--- config.mk ---
export PLATFORM = sky130hd
export DESIGN_NAME = text_cursor_layout_flat
export DESIGN_NICKNAME = d
export VERILOG_FILES = /design/src/hw/rtl/tcl_pkg.sv /design/src/hw/rtl/tcl_if.sv /design/src/hw/rtl/tcl_step.sv /design/src/hw/rtl/text_cursor_layout.sv /design/src/flat_wrapper.sv
export SDC_FILE = /design/constraint.sdc
export NUM_CORES = 1
export LEC_CHECK = 0
export ABC_AREA = 1
export BUFFER_PORTS_ARGS = -buffer_cell sky130_fd_sc_hd__buf_2
export CORE_MARGIN = 2
export CORE_UTILIZATION = 28
export DETAILED_ROUTE_END_ITERATION = 12
export GPL_ROUTABILITY_DRIVEN = 0
export HOLD_SLACK_MARGIN = 0.08
export PLACE_DENSITY = 0.45
export SLEW_MARGIN = 20
export SYNTH_ARGS = -nofsm -noshare
export SYNTH_HDL_FRONTEND = slang
export SYNTH_HIERARCHICAL = 1
export SYNTH_SLANG_ARGS = --single-unit
--- constraint.sdc ---
create_clock -name clk -period 7.7 [get_ports clk]
set_input_delay 1.54 -clock clk [delete_from_list [all_inputs] [get_ports clk]]
set_output_delay 1.54 -clock clk [all_outputs]
set_load 0.01 [all_outputs]
--- src/hw/rtl/tcl_pkg.sv ---
`timescale 1ns / 1ps
// tcl_pkg: shared types, constants and helpers for the text cursor layout block
// no dependencies; used by the interfaces, tcl_step and text_cursor_layout

package tcl_pkg;

  // coordinate width of reported positions; cursor state keeps one more bit
  localparam int COORD_BITS = 16;
  localparam int ST_W       = COORD_BITS + 1;

  // fixed widths of the configuration registers
  localparam int CFG_COORD_W = 16;
  localparam int CW_W        = 4;
  localparam int CH_W        = 6;
  localparam int GAP_W       = 8;
  localparam int CODE_W      = 8;
  localparam int CFG_IDX_W   = 3;

  // working width for sums and compares: covers state, registers and small offsets
  localparam int CMP_W = ((COORD_BITS > CFG_COORD_W) ? COORD_BITS : CFG_COORD_W) + 2;

  localparam logic [COORD_BITS-1:0] COORD_MAX = {COORD_BITS{1'b1}};

  localparam logic [CODE_W-1:0] CODE_NEWLINE = CODE_W'(10);
  localparam logic [CODE_W-1:0] CODE_TAB     = CODE_W'(9);
  localparam int                TAB_CELLS    = 4;

  // register reset values
  localparam logic [CFG_COORD_W-1:0] START_X_RST = '0;
  localparam logic [CFG_COORD_W-1:0] START_Y_RST = '0;
  localparam logic [CFG_COORD_W-1:0] LIMIT_X_RST = CFG_COORD_W'(640);
  localparam logic [CFG_COORD_W-1:0] LIMIT_Y_RST = CFG_COORD_W'(480);
  localparam logic [CW_W-1:0]        CELL_W_RST  = CW_W'(8);
  localparam logic [CH_W-1:0]        CELL_H_RST  = CH_W'(16);
  localparam logic [GAP_W-1:0]       GAP_RST     = '0;

  typedef enum logic [CFG_IDX_W-1:0] {
    REG_START_X  = 3'd0,
    REG_START_Y  = 3'd1,
    REG_LIMIT_X  = 3'd2,
    REG_LIMIT_Y  = 3'd3,
    REG_GLYPH_W  = 3'd4,
    REG_GLYPH_H  = 3'd5,
    REG_LINE_GAP = 3'd6
  } reg_idx_t;

  typedef struct packed {
    logic [CFG_COORD_W-1:0] start_x;
    logic [CFG_COORD_W-1:0] start_y;
    logic [CFG_COORD_W-1:0] limit_x;
    logic [CFG_COORD_W-1:0] limit_y;
    logic [CW_W-1:0]        glyph_w;
    logic [CH_W-1:0]        glyph_h;
    logic [GAP_W-1:0]       line_gap;
  } cfg_t;

  typedef struct packed {
    logic [ST_W-1:0] cur_x;
    logic [ST_W-1:0] cur_y;
    logic            stopped;
  } state_t;

  typedef struct packed {
    logic [CODE_W-1:0] char_code;
    logic              first_of_string;
    logic              last_of_string;
  } item_t;

  typedef struct packed {
    logic                  draw_valid;
    logic [COORD_BITS-1:0] glyph_x;
    logic [COORD_BITS-1:0] glyph_y;
    logic [CODE_W-1:0]     glyph_code;
    logic [COORD_BITS-1:0] cursor_x;
    logic [COORD_BITS-1:0] cursor_y;
    logic                  clipped;
    logic                  end_of_string;
  } result_t;

  function automatic logic [COORD_BITS-1:0] sat_coord(input logic [CMP_W-1:0] v);
    logic [COORD_BITS-1:0] r;
    r = (v > CMP_W'(COORD_MAX)) ? COORD_MAX : v[COORD_BITS-1:0];
    return r;
  endfunction

endpackage

--- src/hw/rtl/tcl_if.sv ---
`timescale 1ns / 1ps
// channel interfaces of the text cursor layout block: characters, results, register writes
// depends on tcl_pkg

interface tcl_char_if;
  logic                      valid;
  logic                      ready;
  logic [tcl_pkg::CODE_W-1:0] char_code;
  logic                      first_of_string;
  logic                      last_of_string;

  modport source (output valid, char_code, first_of_string, last_of_string, input ready);
  modport sink   (input valid, char_code, first_of_string, last_of_string, output ready);
endinterface

interface tcl_glyph_if;
  logic                           valid;
  logic                           ready;
  logic                           draw_valid;
  logic [tcl_pkg::COORD_BITS-1:0] glyph_x;
  logic [tcl_pkg::COORD_BITS-1:0] glyph_y;
  logic [tcl_pkg::CODE_W-1:0]     glyph_code;
  logic [tcl_pkg::COORD_BITS-1:0] cursor_x;
  logic [tcl_pkg::COORD_BITS-1:0] cursor_y;
  logic                           clipped;
  logic                           end_of_string;

  modport source (output valid, draw_valid, glyph_x, glyph_y, glyph_code, cursor_x,
                  cursor_y, clipped, end_of_string, input ready);
  modport sink   (input valid, draw_valid, glyph_x, glyph_y, glyph_code, cursor_x,
                  cursor_y, clipped, end_of_string, output ready);
endinterface

interface tcl_cfg_if;
  logic                            valid;
  logic                            ready;
  logic [tcl_pkg::CFG_IDX_W-1:0]   index;
  logic [tcl_pkg::CFG_COORD_W-1:0] data;

  modport source (output valid, index, data, input ready);
  modport sink   (input valid, index, data, output ready);
endinterface

--- src/hw/rtl/tcl_step.sv ---
`timescale 1ns / 1ps
// tcl_step: placement of one character from the current cursor state and registers
// purely combinational; depends on tcl_pkg

module tcl_step (
  input  tcl_pkg::cfg_t    cfg,
  input  tcl_pkg::state_t  st,
  input  tcl_pkg::item_t   item,
  output tcl_pkg::state_t  nxt,
  output tcl_pkg::result_t res
);
  import tcl_pkg::*;

  logic [CMP_W-1:0] base_x, base_y, start_x_w, cw_w, ch_w, lim_x_w, lim_y_w;
  logic [CMP_W-1:0] nl_y, tab_x, x, y, x_next;
  logic             stop_in, wrap_glyph, wrap_tab, stop_new, draw;
  logic             is_nl, is_tab;

  function automatic logic below_bottom(input logic [CMP_W-1:0] yy,
                                        input logic [CMP_W-1:0] ch,
                                        input logic [CMP_W-1:0] lim);
    return (yy + ch) > lim;
  endfunction

  always_comb begin
    start_x_w = CMP_W'(cfg.start_x);
    cw_w      = CMP_W'(cfg.glyph_w);
    ch_w      = CMP_W'(cfg.glyph_h);
    lim_x_w   = CMP_W'(cfg.limit_x);
    lim_y_w   = CMP_W'(cfg.limit_y);

    // a first character restarts from the start position
    base_x  = item.first_of_string ? start_x_w : CMP_W'(st.cur_x);
    base_y  = item.first_of_string ? CMP_W'(cfg.start_y) : CMP_W'(st.cur_y);
    stop_in = item.first_of_string ? 1'b0 : st.stopped;

    is_nl  = (item.char_code == CODE_NEWLINE);
    is_tab = (item.char_code == CODE_TAB);

    nl_y       = base_y + ch_w + CMP_W'(cfg.line_gap);
    tab_x      = base_x + cw_w * CMP_W'(TAB_CELLS);
    wrap_glyph = (base_x + cw_w) > lim_x_w;
    wrap_tab   = (tab_x + cw_w) > lim_x_w;

    x        = base_x;
    y        = base_y;
    stop_new = 1'b0;
    if (is_nl) begin
      x        = start_x_w;
      y        = nl_y;
      stop_new = below_bottom(nl_y, ch_w, lim_y_w);
    end else if (is_tab) begin
      x        = wrap_tab ? start_x_w : tab_x;
      y        = wrap_tab ? nl_y : base_y;
      stop_new = below_bottom(y, ch_w, lim_y_w);
    end else if (wrap_glyph) begin
      x        = start_x_w;
      y        = nl_y;
      stop_new = below_bottom(nl_y, ch_w, lim_y_w);
    end

    draw   = !stop_in && !is_nl && !is_tab && !stop_new;
    x_next = draw ? x + cw_w : x;

    // a stopped string leaves the cursor where it was
    if (stop_in) begin
      nxt.cur_x   = base_x[ST_W-1:0];
      nxt.cur_y   = base_y[ST_W-1:0];
      nxt.stopped = 1'b1;
    end else begin
      nxt.cur_x   = x_next[ST_W-1:0];
      nxt.cur_y   = y[ST_W-1:0];
      nxt.stopped = stop_new;
    end

    res.draw_valid    = draw;
    res.glyph_x       = draw ? sat_coord(x) : '0;
    res.glyph_y       = draw ? sat_coord(y) : '0;
    res.glyph_code    = draw ? item.char_code : '0;
    res.cursor_x      = sat_coord(CMP_W'(nxt.cur_x));
    res.cursor_y      = sat_coord(CMP_W'(nxt.cur_y));
    res.clipped       = nxt.stopped;
    res.end_of_string = item.last_of_string;
  end

endmodule

--- src/hw/rtl/text_cursor_layout.sv ---
`timescale 1ns / 1ps
// text_cursor_layout: top level; input register, cursor state, result register, registers
// depends on tcl_pkg, tcl_if and tcl_step
// a character enters the input register, then its result the result register
// throughput: one character per cycle while glyphs.ready; each update is one tcl_step pass
// reset: synchronous; cursor (0,0), not stopped, registers at their defaults, no results held
// register writes are taken in every cycle

module text_cursor_layout (
  input  logic         clk,
  input  logic         rst,
  tcl_char_if.sink     chars,
  tcl_glyph_if.source  glyphs,
  tcl_cfg_if.sink      cfg
);
  import tcl_pkg::*;

  cfg_t    regs;
  state_t  state, state_next;
  item_t   s1_item, s1_in;
  logic    s1_valid;
  result_t out_res, step_res;
  logic    out_valid;
  logic    advance;

  assign s1_in.char_code       = chars.char_code;
  assign s1_in.first_of_string = chars.first_of_string;
  assign s1_in.last_of_string  = chars.last_of_string;

  // item moves on when the result register is free or being emptied
  assign advance     = s1_valid && (!out_valid || glyphs.ready);
  assign chars.ready = !s1_valid || advance;
  assign cfg.ready   = 1'b1;

  tcl_step u_step (
    .cfg  (regs),
    .st   (state),
    .item (s1_item),
    .nxt  (state_next),
    .res  (step_res)
  );

  always_ff @(posedge clk) begin
    if (rst) begin
      regs.start_x  <= START_X_RST;
      regs.start_y  <= START_Y_RST;
      regs.limit_x  <= LIMIT_X_RST;
      regs.limit_y  <= LIMIT_Y_RST;
      regs.glyph_w  <= CELL_W_RST;
      regs.glyph_h  <= CELL_H_RST;
      regs.line_gap <= GAP_RST;
    end else if (cfg.valid) begin
      case (reg_idx_t'(cfg.index))
        REG_START_X:  regs.start_x  <= cfg.data;
        REG_START_Y:  regs.start_y  <= cfg.data;
        REG_LIMIT_X:  regs.limit_x  <= cfg.data;
        REG_LIMIT_Y:  regs.limit_y  <= cfg.data;
        REG_GLYPH_W:  regs.glyph_w  <= cfg.data[CW_W-1:0];
        REG_GLYPH_H:  regs.glyph_h  <= cfg.data[CH_W-1:0];
        REG_LINE_GAP: regs.line_gap <= cfg.data[GAP_W-1:0];
        default: ;
      endcase
    end
  end

  always_ff @(posedge clk) begin
    if (rst) begin
      s1_valid  <= 1'b0;
      out_valid <= 1'b0;
      state     <= '0;
    end else begin
      if (chars.valid && chars.ready) begin
        s1_valid <= 1'b1;
      end else if (advance) begin
        s1_valid <= 1'b0;
      end
      if (advance) begin
        state     <= state_next;
        out_valid <= 1'b1;
      end else if (glyphs.ready) begin
        out_valid <= 1'b0;
      end
    end
  end

  always_ff @(posedge clk) begin
    if (chars.valid && chars.ready) begin
      s1_item <= s1_in;
    end
    if (advance) begin
      out_res <= step_res;
    end
  end

  assign glyphs.valid         = out_valid;
  assign glyphs.draw_valid    = out_res.draw_valid;
  assign glyphs.glyph_x       = out_res.glyph_x;
  assign glyphs.glyph_y       = out_res.glyph_y;
  assign glyphs.glyph_code    = out_res.glyph_code;
  assign glyphs.cursor_x      = out_res.cursor_x;
  assign glyphs.cursor_y      = out_res.cursor_y;
  assign glyphs.clipped       = out_res.clipped;
  assign glyphs.end_of_string = out_res.end_of_string;

  // a drawn glyph never comes from a stopped string
  a_draw_not_clipped: assert property (@(posedge clk) disable iff (rst)
    out_valid && out_res.draw_valid |-> !out_res.clipped)
    else $error("glyph drawn while clipped");

  // no glyph means zeroed glyph fields
  a_no_draw_zero: assert property (@(posedge clk) disable iff (rst)
    out_valid && !out_res.draw_valid |->
      out_res.glyph_x == '0 && out_res.glyph_y == '0 && out_res.glyph_code == '0)
    else $error("glyph fields set without a draw");

  // control characters are never drawn
  a_ctrl_not_drawn: assert property (@(posedge clk) disable iff (rst)
    out_valid && out_res.draw_valid |->
      out_res.glyph_code != CODE_NEWLINE && out_res.glyph_code != CODE_TAB)
    else $error("newline or tab drawn as a glyph");

  // an item leaving the input register always lands in the result register
  a_advance_lands: assert property (@(posedge clk) disable iff (rst)
    advance |=> out_valid)
    else $error("result lost on advance");

  a_reset_clear: assert property (@(posedge clk)
    rst |=> !s1_valid && !out_valid && !state.stopped)
    else $error("control state not cleared by reset");

endmodule

--- src/flat_wrapper.sv ---
// flat-port wrapper written by rule: the top's interface ports become plain ports
module text_cursor_layout_flat import tcl_pkg::*;
  (clk, rst, chars_valid, chars_char_code, chars_first_of_string, chars_last_of_string, chars_ready, glyphs_valid, glyphs_draw_valid, glyphs_glyph_x, glyphs_glyph_y, glyphs_glyph_code, glyphs_cursor_x, glyphs_cursor_y, glyphs_clipped, glyphs_end_of_string, glyphs_ready, cfg_valid, cfg_index, cfg_data, cfg_ready);
  tcl_char_if chars_i ();
  tcl_glyph_if glyphs_i ();
  tcl_cfg_if cfg_i ();
  input  logic clk;
  input  logic rst;
  input wire logic [$bits(chars_i.valid)-1:0] chars_valid;
  input wire logic [$bits(chars_i.char_code)-1:0] chars_char_code;
  input wire logic [$bits(chars_i.first_of_string)-1:0] chars_first_of_string;
  input wire logic [$bits(chars_i.last_of_string)-1:0] chars_last_of_string;
  output wire logic [$bits(chars_i.ready)-1:0] chars_ready;
  output wire logic [$bits(glyphs_i.valid)-1:0] glyphs_valid;
  output wire logic [$bits(glyphs_i.draw_valid)-1:0] glyphs_draw_valid;
  output wire logic [$bits(glyphs_i.glyph_x)-1:0] glyphs_glyph_x;
  output wire logic [$bits(glyphs_i.glyph_y)-1:0] glyphs_glyph_y;
  output wire logic [$bits(glyphs_i.glyph_code)-1:0] glyphs_glyph_code;
  output wire logic [$bits(glyphs_i.cursor_x)-1:0] glyphs_cursor_x;
  output wire logic [$bits(glyphs_i.cursor_y)-1:0] glyphs_cursor_y;
  output wire logic [$bits(glyphs_i.clipped)-1:0] glyphs_clipped;
  output wire logic [$bits(glyphs_i.end_of_string)-1:0] glyphs_end_of_string;
  input wire logic [$bits(glyphs_i.ready)-1:0] glyphs_ready;
  input wire logic [$bits(cfg_i.valid)-1:0] cfg_valid;
  input wire logic [$bits(cfg_i.index)-1:0] cfg_index;
  input wire logic [$bits(cfg_i.data)-1:0] cfg_data;
  output wire logic [$bits(cfg_i.ready)-1:0] cfg_ready;
  assign chars_i.valid = chars_valid;
  assign chars_i.char_code = chars_char_code;
  assign chars_i.first_of_string = chars_first_of_string;
  assign chars_i.last_of_string = chars_last_of_string;
  assign chars_ready = chars_i.ready;
  assign glyphs_valid = glyphs_i.valid;
  assign glyphs_draw_valid = glyphs_i.draw_valid;
  assign glyphs_glyph_x = glyphs_i.glyph_x;
  assign glyphs_glyph_y = glyphs_i.glyph_y;
  assign glyphs_glyph_code = glyphs_i.glyph_code;
  assign glyphs_cursor_x = glyphs_i.cursor_x;
  assign glyphs_cursor_y = glyphs_i.cursor_y;
  assign glyphs_clipped = glyphs_i.clipped;
  assign glyphs_end_of_string = glyphs_i.end_of_string;
  assign glyphs_i.ready = glyphs_ready;
  assign cfg_i.valid = cfg_valid;
  assign cfg_i.index = cfg_index;
  assign cfg_i.data = cfg_data;
  assign cfg_ready = cfg_i.ready;
  text_cursor_layout u_core (.clk(clk), .rst(rst), .chars(chars_i), .glyphs(glyphs_i), .cfg(cfg_i));
endmodule
## Word-level counts from Yosys, hierarchy flattened

Index checks and enable logic that the tools add are counted.

- Flip-flop bits (word level): 204
- Input port bits: 34
- Word-level logic and storage cells: 92

- Add/sub/neg operators: 8
- Order comparisons: 8
- Equal/unequal tests: 8
- Mux-type cells: 22
- Reduce and logical (&&, ||, !) cells: 23

Operator list:

| kind | count |
|---|---|
| $mux W18 | 8 |
| $gt A18 B16 Y1 | 4 |
| $add A18 B6 Y18 | 3 |
| $mux W17 | 3 |
| $add A18 B4 Y18 | 2 |
| $gt A18 B16 Y1 const B | 2 |
| $mux W35 | 1 |
| $gt A17 B16 Y1 const B | 2 |
| $mux W16 | 2 |
| $add A17 B6 Y18 | 1 |
| $add A18 B8 Y18 | 1 |
| $add A17 B4 Y17 | 1 |
| $eq A8 B4 Y1 const B | 2 |
| $reduce_and A2 Y1 | 7 |
| $eq A3 B3 Y1 const B | 3 |
| $mux W1 | 8 |
| $eq A3 B2 Y1 const B | 2 |
| $logic_not A1 Y1 | 6 |
| $logic_and A1 B1 Y1 | 5 |
| $reduce_bool A2 Y1 | 2 |
| $eq A3 B1 Y1 const B | 1 |
| $logic_not A3 Y1 | 1 |
| $logic_or A1 B1 Y1 | 2 |

## Longest topological paths before layout

- Depth after elaboration: 14
- Gate-level depth with buffers: 63

## Hierarchy

The synthesis kept the hierarchy.

Modules (own cells, without submodules):

| module | instances | cells an instance | area an instance (µm²) | sequential area each (µm²) |
|---|---|---|---|---|
| tcl_step | 1 | 1,443 | 7,956.4 | 0.0 |
| text_cursor_layout | 1 | 756 | 7,355.8 | 4,934.7 |

## Worst setup path before layout

OpenSTA, ideal clock, no wires.

- Path type: flip-flop to flip-flop
- From: register u_core/s1_item[1] in the netlist's numbering
- To: register u_core.out_res (netlist bit u_core/glyphs.clipped) (data pin)
- Data arrival time: 7,999 ps
- Data required time: 7,449 ps
- Slack: -550 ps
- Cell stages (with the launch flop): 58
- Cell sequence: edfxtp_1 inv_2 buf_6 clkbuf_1 o21ai_0 ha_1 fa_1 ha_1 nand2_1 nand2_1 nand2_1 nor3_1 nand2_1 nor3_1 xor2_1 inv_1 ha_1 a21oi_1 (+22 left out) nand2_1 inv_1 nor2_1 ha_1 nand2_1 inv_1 a221oi_1 o21ai_0 a21oi_1 a21o_1 inv_1 o21ai_0 nand2_1 o31ai_1 nand3_1 o21ai_1 nand3_1 buf_4

RTL lines:

| item | RTL line | source |
|---|---|---|
| start: declaration | text_cursor_layout.sv:20 | `item_t s1_item, s1_in;` |
| start signal: assignment | text_cursor_layout.sv:88 | `s1_item <= s1_in;` |
| end signal: assignment | text_cursor_layout.sv:91 | `out_res <= step_res;` |
| end: declaration | text_cursor_layout.sv:22 | `result_t out_res, step_res;` |

==> summary.md <==
| Metric | Value |
|---|---|
| Status | `finished, final reports clean` |
| CP endpoint kind | `flop` |
| Hold Path Cell Cnt | `0` |
| Layout cells sized above 1 | `about a fifth` |
| Synth top area cells | `edfxtp_1 (17%), dfxtp_1 (16%), nand2_1 (12%), nor2_1 (8.7%), ha_1 (8.2%)` |
| Worst hold endpoint | `u_core/glyphs.end_of_string` |
| Layout Cells excl Fill | `3120` |
| Crit path kind | `reg2reg` |
| Via Count | `about 15000` |
| Combinational share of power | `approximately a third` |
| RSZ-0062 raised after global routing | `yes` |
| Post-Synthesis Cells | `approximately 2200` |
| Critical Path Start | `u_core/s1_item[1]` |
| Power per cell area | `203 nW/um2` |
| Sinks on Clock Net | `204` |
| CTS tree | `built` |
| Worst hold slack | `between 0.4 and 0.5 ns` |
| Most common cell in the netlist | `nand2_1` |
| Finished Cell Area | `18600 um2` |
| Pin count of the biggest net entering global routing | `83` |
| Worst R2R Path Depth | `56` |
| Total power | `between 3 and 4 mW` |
| IO Pins | `about 110` |
| Max_cap viols | `0` |
| Hold crit path type | `reg2reg` |
| Fmax | `around 130 MHz` |
| Post-synthesis net count | `2345` |
| Mapped Area | `15300 um2` |
| Crit path required time | `8.15 ns` |
| GRT Total Usage | `a little under a fifth` |
| Clk buf depth | `3` |
| DP Area | `between 15000 and 20000 um2` |
| Worst hold start | `u_core/s1_item[0]` |
| Core area | `around 54000 um2` |
| Cts bufs inserted | `26` |
| Max VDD drop | `0.000155 V` |
| Drt first pass iters | `6` |
| Clock transition at path regs | `0.06 ns` |
| Clk_lat worst skew | `approximately 0.56 ns` |
| Quantity of I/O buffers inserted on ports | `110` |
| Layout fillers | `between 5000 and 6000` |
| H-tree depth | `1` |
| Die Width | `around 240 um` |
| Critical Path Fanout Max | `6` |
| Most frequent CP cell | `nand2_1` |
| Wirelength, routed | `54.1 mm` |
| Dpl cells | `just over 3000` |
| Rows | `85` |
| Hpwl dp | `~42 mm` |
| Root Driver | `clkbuf_16` |
| Final hold viol count | `0` |
| Synth cell types | `56` |
| Avg WL per Cell | `approximately 17 um` |
| Crit path largest cell delay | `roughly 0.47 ns` |
| R2r setup slk | `0.09 ns` |
| Slew HR | `38.8%` |
| DR iter-0 viols | `~1200` |
| Sequential share of the synthesized area | `between 30% and 40%` |
| Number of synthesized register bits | `204` |
| Syn-to-layout area delta | `21.4%` |
| Nets@finish | `approximately 2600` |
| Antenna diodes | `0` |
| Vias/cell | `roughly 4.8` |
| Top FF cell, synth | `dfxtp_1` |
| DIE AREA | `roughly 57000 um2` |
| Switching part of the total | `a little over a third` |
| Yosys warnings | `6` |
| Worst R2R End | `u_core/state[0]` |
| WP data arrival | `~8.1 ns` |
| Gr ovfl total | `0` |
| Tmin final | `about 7.6 ns` |
| Fin Clk Skew | `just under 0.02 ns` |
| Most instantiated cells after synthesis | `nand2_1 (503), nor2_1 (354), inv_1 (274)` |
| R2R Path Start | `u_core/s1_item[1]` |
| Initial Utilization | `between 20 and 30%` |
| Most area-hungry cell type in the Yosys netlist | `edfxtp_1` |
| Slew @ Worst Pin | `0.917 ns` |
| P_int | `between 2 and 2.5 mW` |
| Initial antenna violation count | `0` |
| Crit path launch type | `flop` |
| DRT antenna net count | `0` |
| Number of remaining DRC errors | `0` |
| CP max-delay cell | `fa_2` |
| Global-route wire length before repair | `roughly 82 mm` |
| LEAKAGE | `around 8.8 nW` |
| Synth Area per Inst | `about 7 um2` |
| Post-synth EDFFs | `between 80 and 90` |
| Clock network power share | `a little under a third` |
| Share of power burned in registers | `around 34%` |
| Psw | `1.37 mW` |
| CTS Hold Bufs | `0` |
| Async set or reset register ratio after synthesis | `0%` |
| Vias in the first global route | `roughly 14000` |
| Die H | `between 200 and 250 um` |
| Pins Over Slew Limit | `0` |
| Yosys top cell area share | `about 17%` |
| Final period utilization | `98.8%` |
| Final setup viols | `0` |
-- worst max path at each step --
| stage | endpoint | slack, ns | depth (start not counted) |
|---|---|---|---|
| floorplan | u_core/glyphs.clipped | -0.06 | 57 |
| global placement | u_core/state[0] | -0.08 | 56 |
| detailed placement | u_core/state[0] | -0.17 | 55 |
| CTS | u_core/state[32] | -0.008 | 44 |
| global route | u_core/state[0] | -0.59 | 56 |
| finish | u_core/state[0] | 0.09 | 56 |
-- kinds of logic (layout without fill, tap and decap cells) --
kind of cell | after synthesis | after routing | synth area share [%]
and+or+nand+nor | 1218 | 1218 | 35.5
other | 1 | 1 | 0.0245
buffers and inverters | 368 | 593 | 10.0
xor gates and xnor gates | 65 | 65 | 3.72
adders and majority gates | 112 | 112 | 9.74
DFF | 204 | 204 | 32.2
AOI/OAI and AO/OA | 231 | 231 | 8.79
-- layer usage --
layer  part of all wire (%)  up-vias  routed length [um]  track usage (%)
li1                       -     7488                   -                -
met1                     43     6977               23200             23.0
met2                     50      367               27000             34.0
met3                    3.8       83                2060             1.92
met4                    3.4        0                1850             5.97
met5                      0        -                   0                0
-- critical path, delay by kind of cell, from the launching register on --
family          cells  cell delay, ns
fa+ha+maj           7            2.02
xor+xnor            1            0.17
simple gates       27            2.78
buf+inv             8            0.52
compound gates     13            1.53
flops               1            0.46
-- power by group through the flow --
stage	Sequential, mW	Clock, mW	Combinational (mW)
floorplan	1.31	0	0.787
detailed placement	1.30	0	1.25
global placement	1.30	0	1.24
finish	1.28	1.17	1.31
CTS	1.28	1.21	1.26
global route	1.29	1.25	1.46
-- final cells by class --
cell class	count	area, um2	share of cell area [%]
tap	696	871	4.68
multi-input combinational	1627	9200	49.5
clock inverter	10	58.8	0.316
timing repair buffer	254	1690	9.11
inverter	291	1100	5.90
sequential	204	4940	26.6
clock buffer	38	737	3.96
-- per-stage QoR --
stage	TNS, ns	utilization, %	setup WS, ns
3_3_place_gp	-0.111	32.2	-0.0760
6_report	0	34.5	0.0944
3_5_place_dp	-0.676	32.2	-0.175
5_1_grt	-1.08	34.5	-0.588
2_1_floorplan	-0.0964	-	-0.0573
4_1_cts	-0.0125	33.7	-0.00794
-- cell usage in the layout, fill, tap and decap left out, types with 55 or more instances in the layout --
master / count
edfxtp_1: 85
buf_2: 110
a21oi_1: 81
buf_4: 137
nand3_1: 174
dfxtp_1: 118
nand2_1: 486
o21ai_0: 55
inv_1: 269
nor2_1: 340
ha_1: 91
-- sequential cells by signal, summed over array words and instances (netlist names) --
name and cells:
u_core/glyphs.glyph_x 16, u_core/glyphs.draw_valid 1, u_core/glyphs.clipped 1, u_core/s1_item 10, u_core/glyphs.valid 1, u_core/glyphs.cursor_y 16, u_core/state 35, u_core/regs 82
u_core/glyphs.glyph_y 16, u_core/glyphs.cursor_x 16, u_core/glyphs.end_of_string 1, u_core/glyphs.glyph_code 8, u_core/s1_valid 1
-- repair_timing --
action                     in CTS  in global routing
resized for setup               7                 82
pin swaps                       2                 50
setup endpoints to repair      26                 53
buffers inserted                1                 13
(Power assumes the default switching activity.)
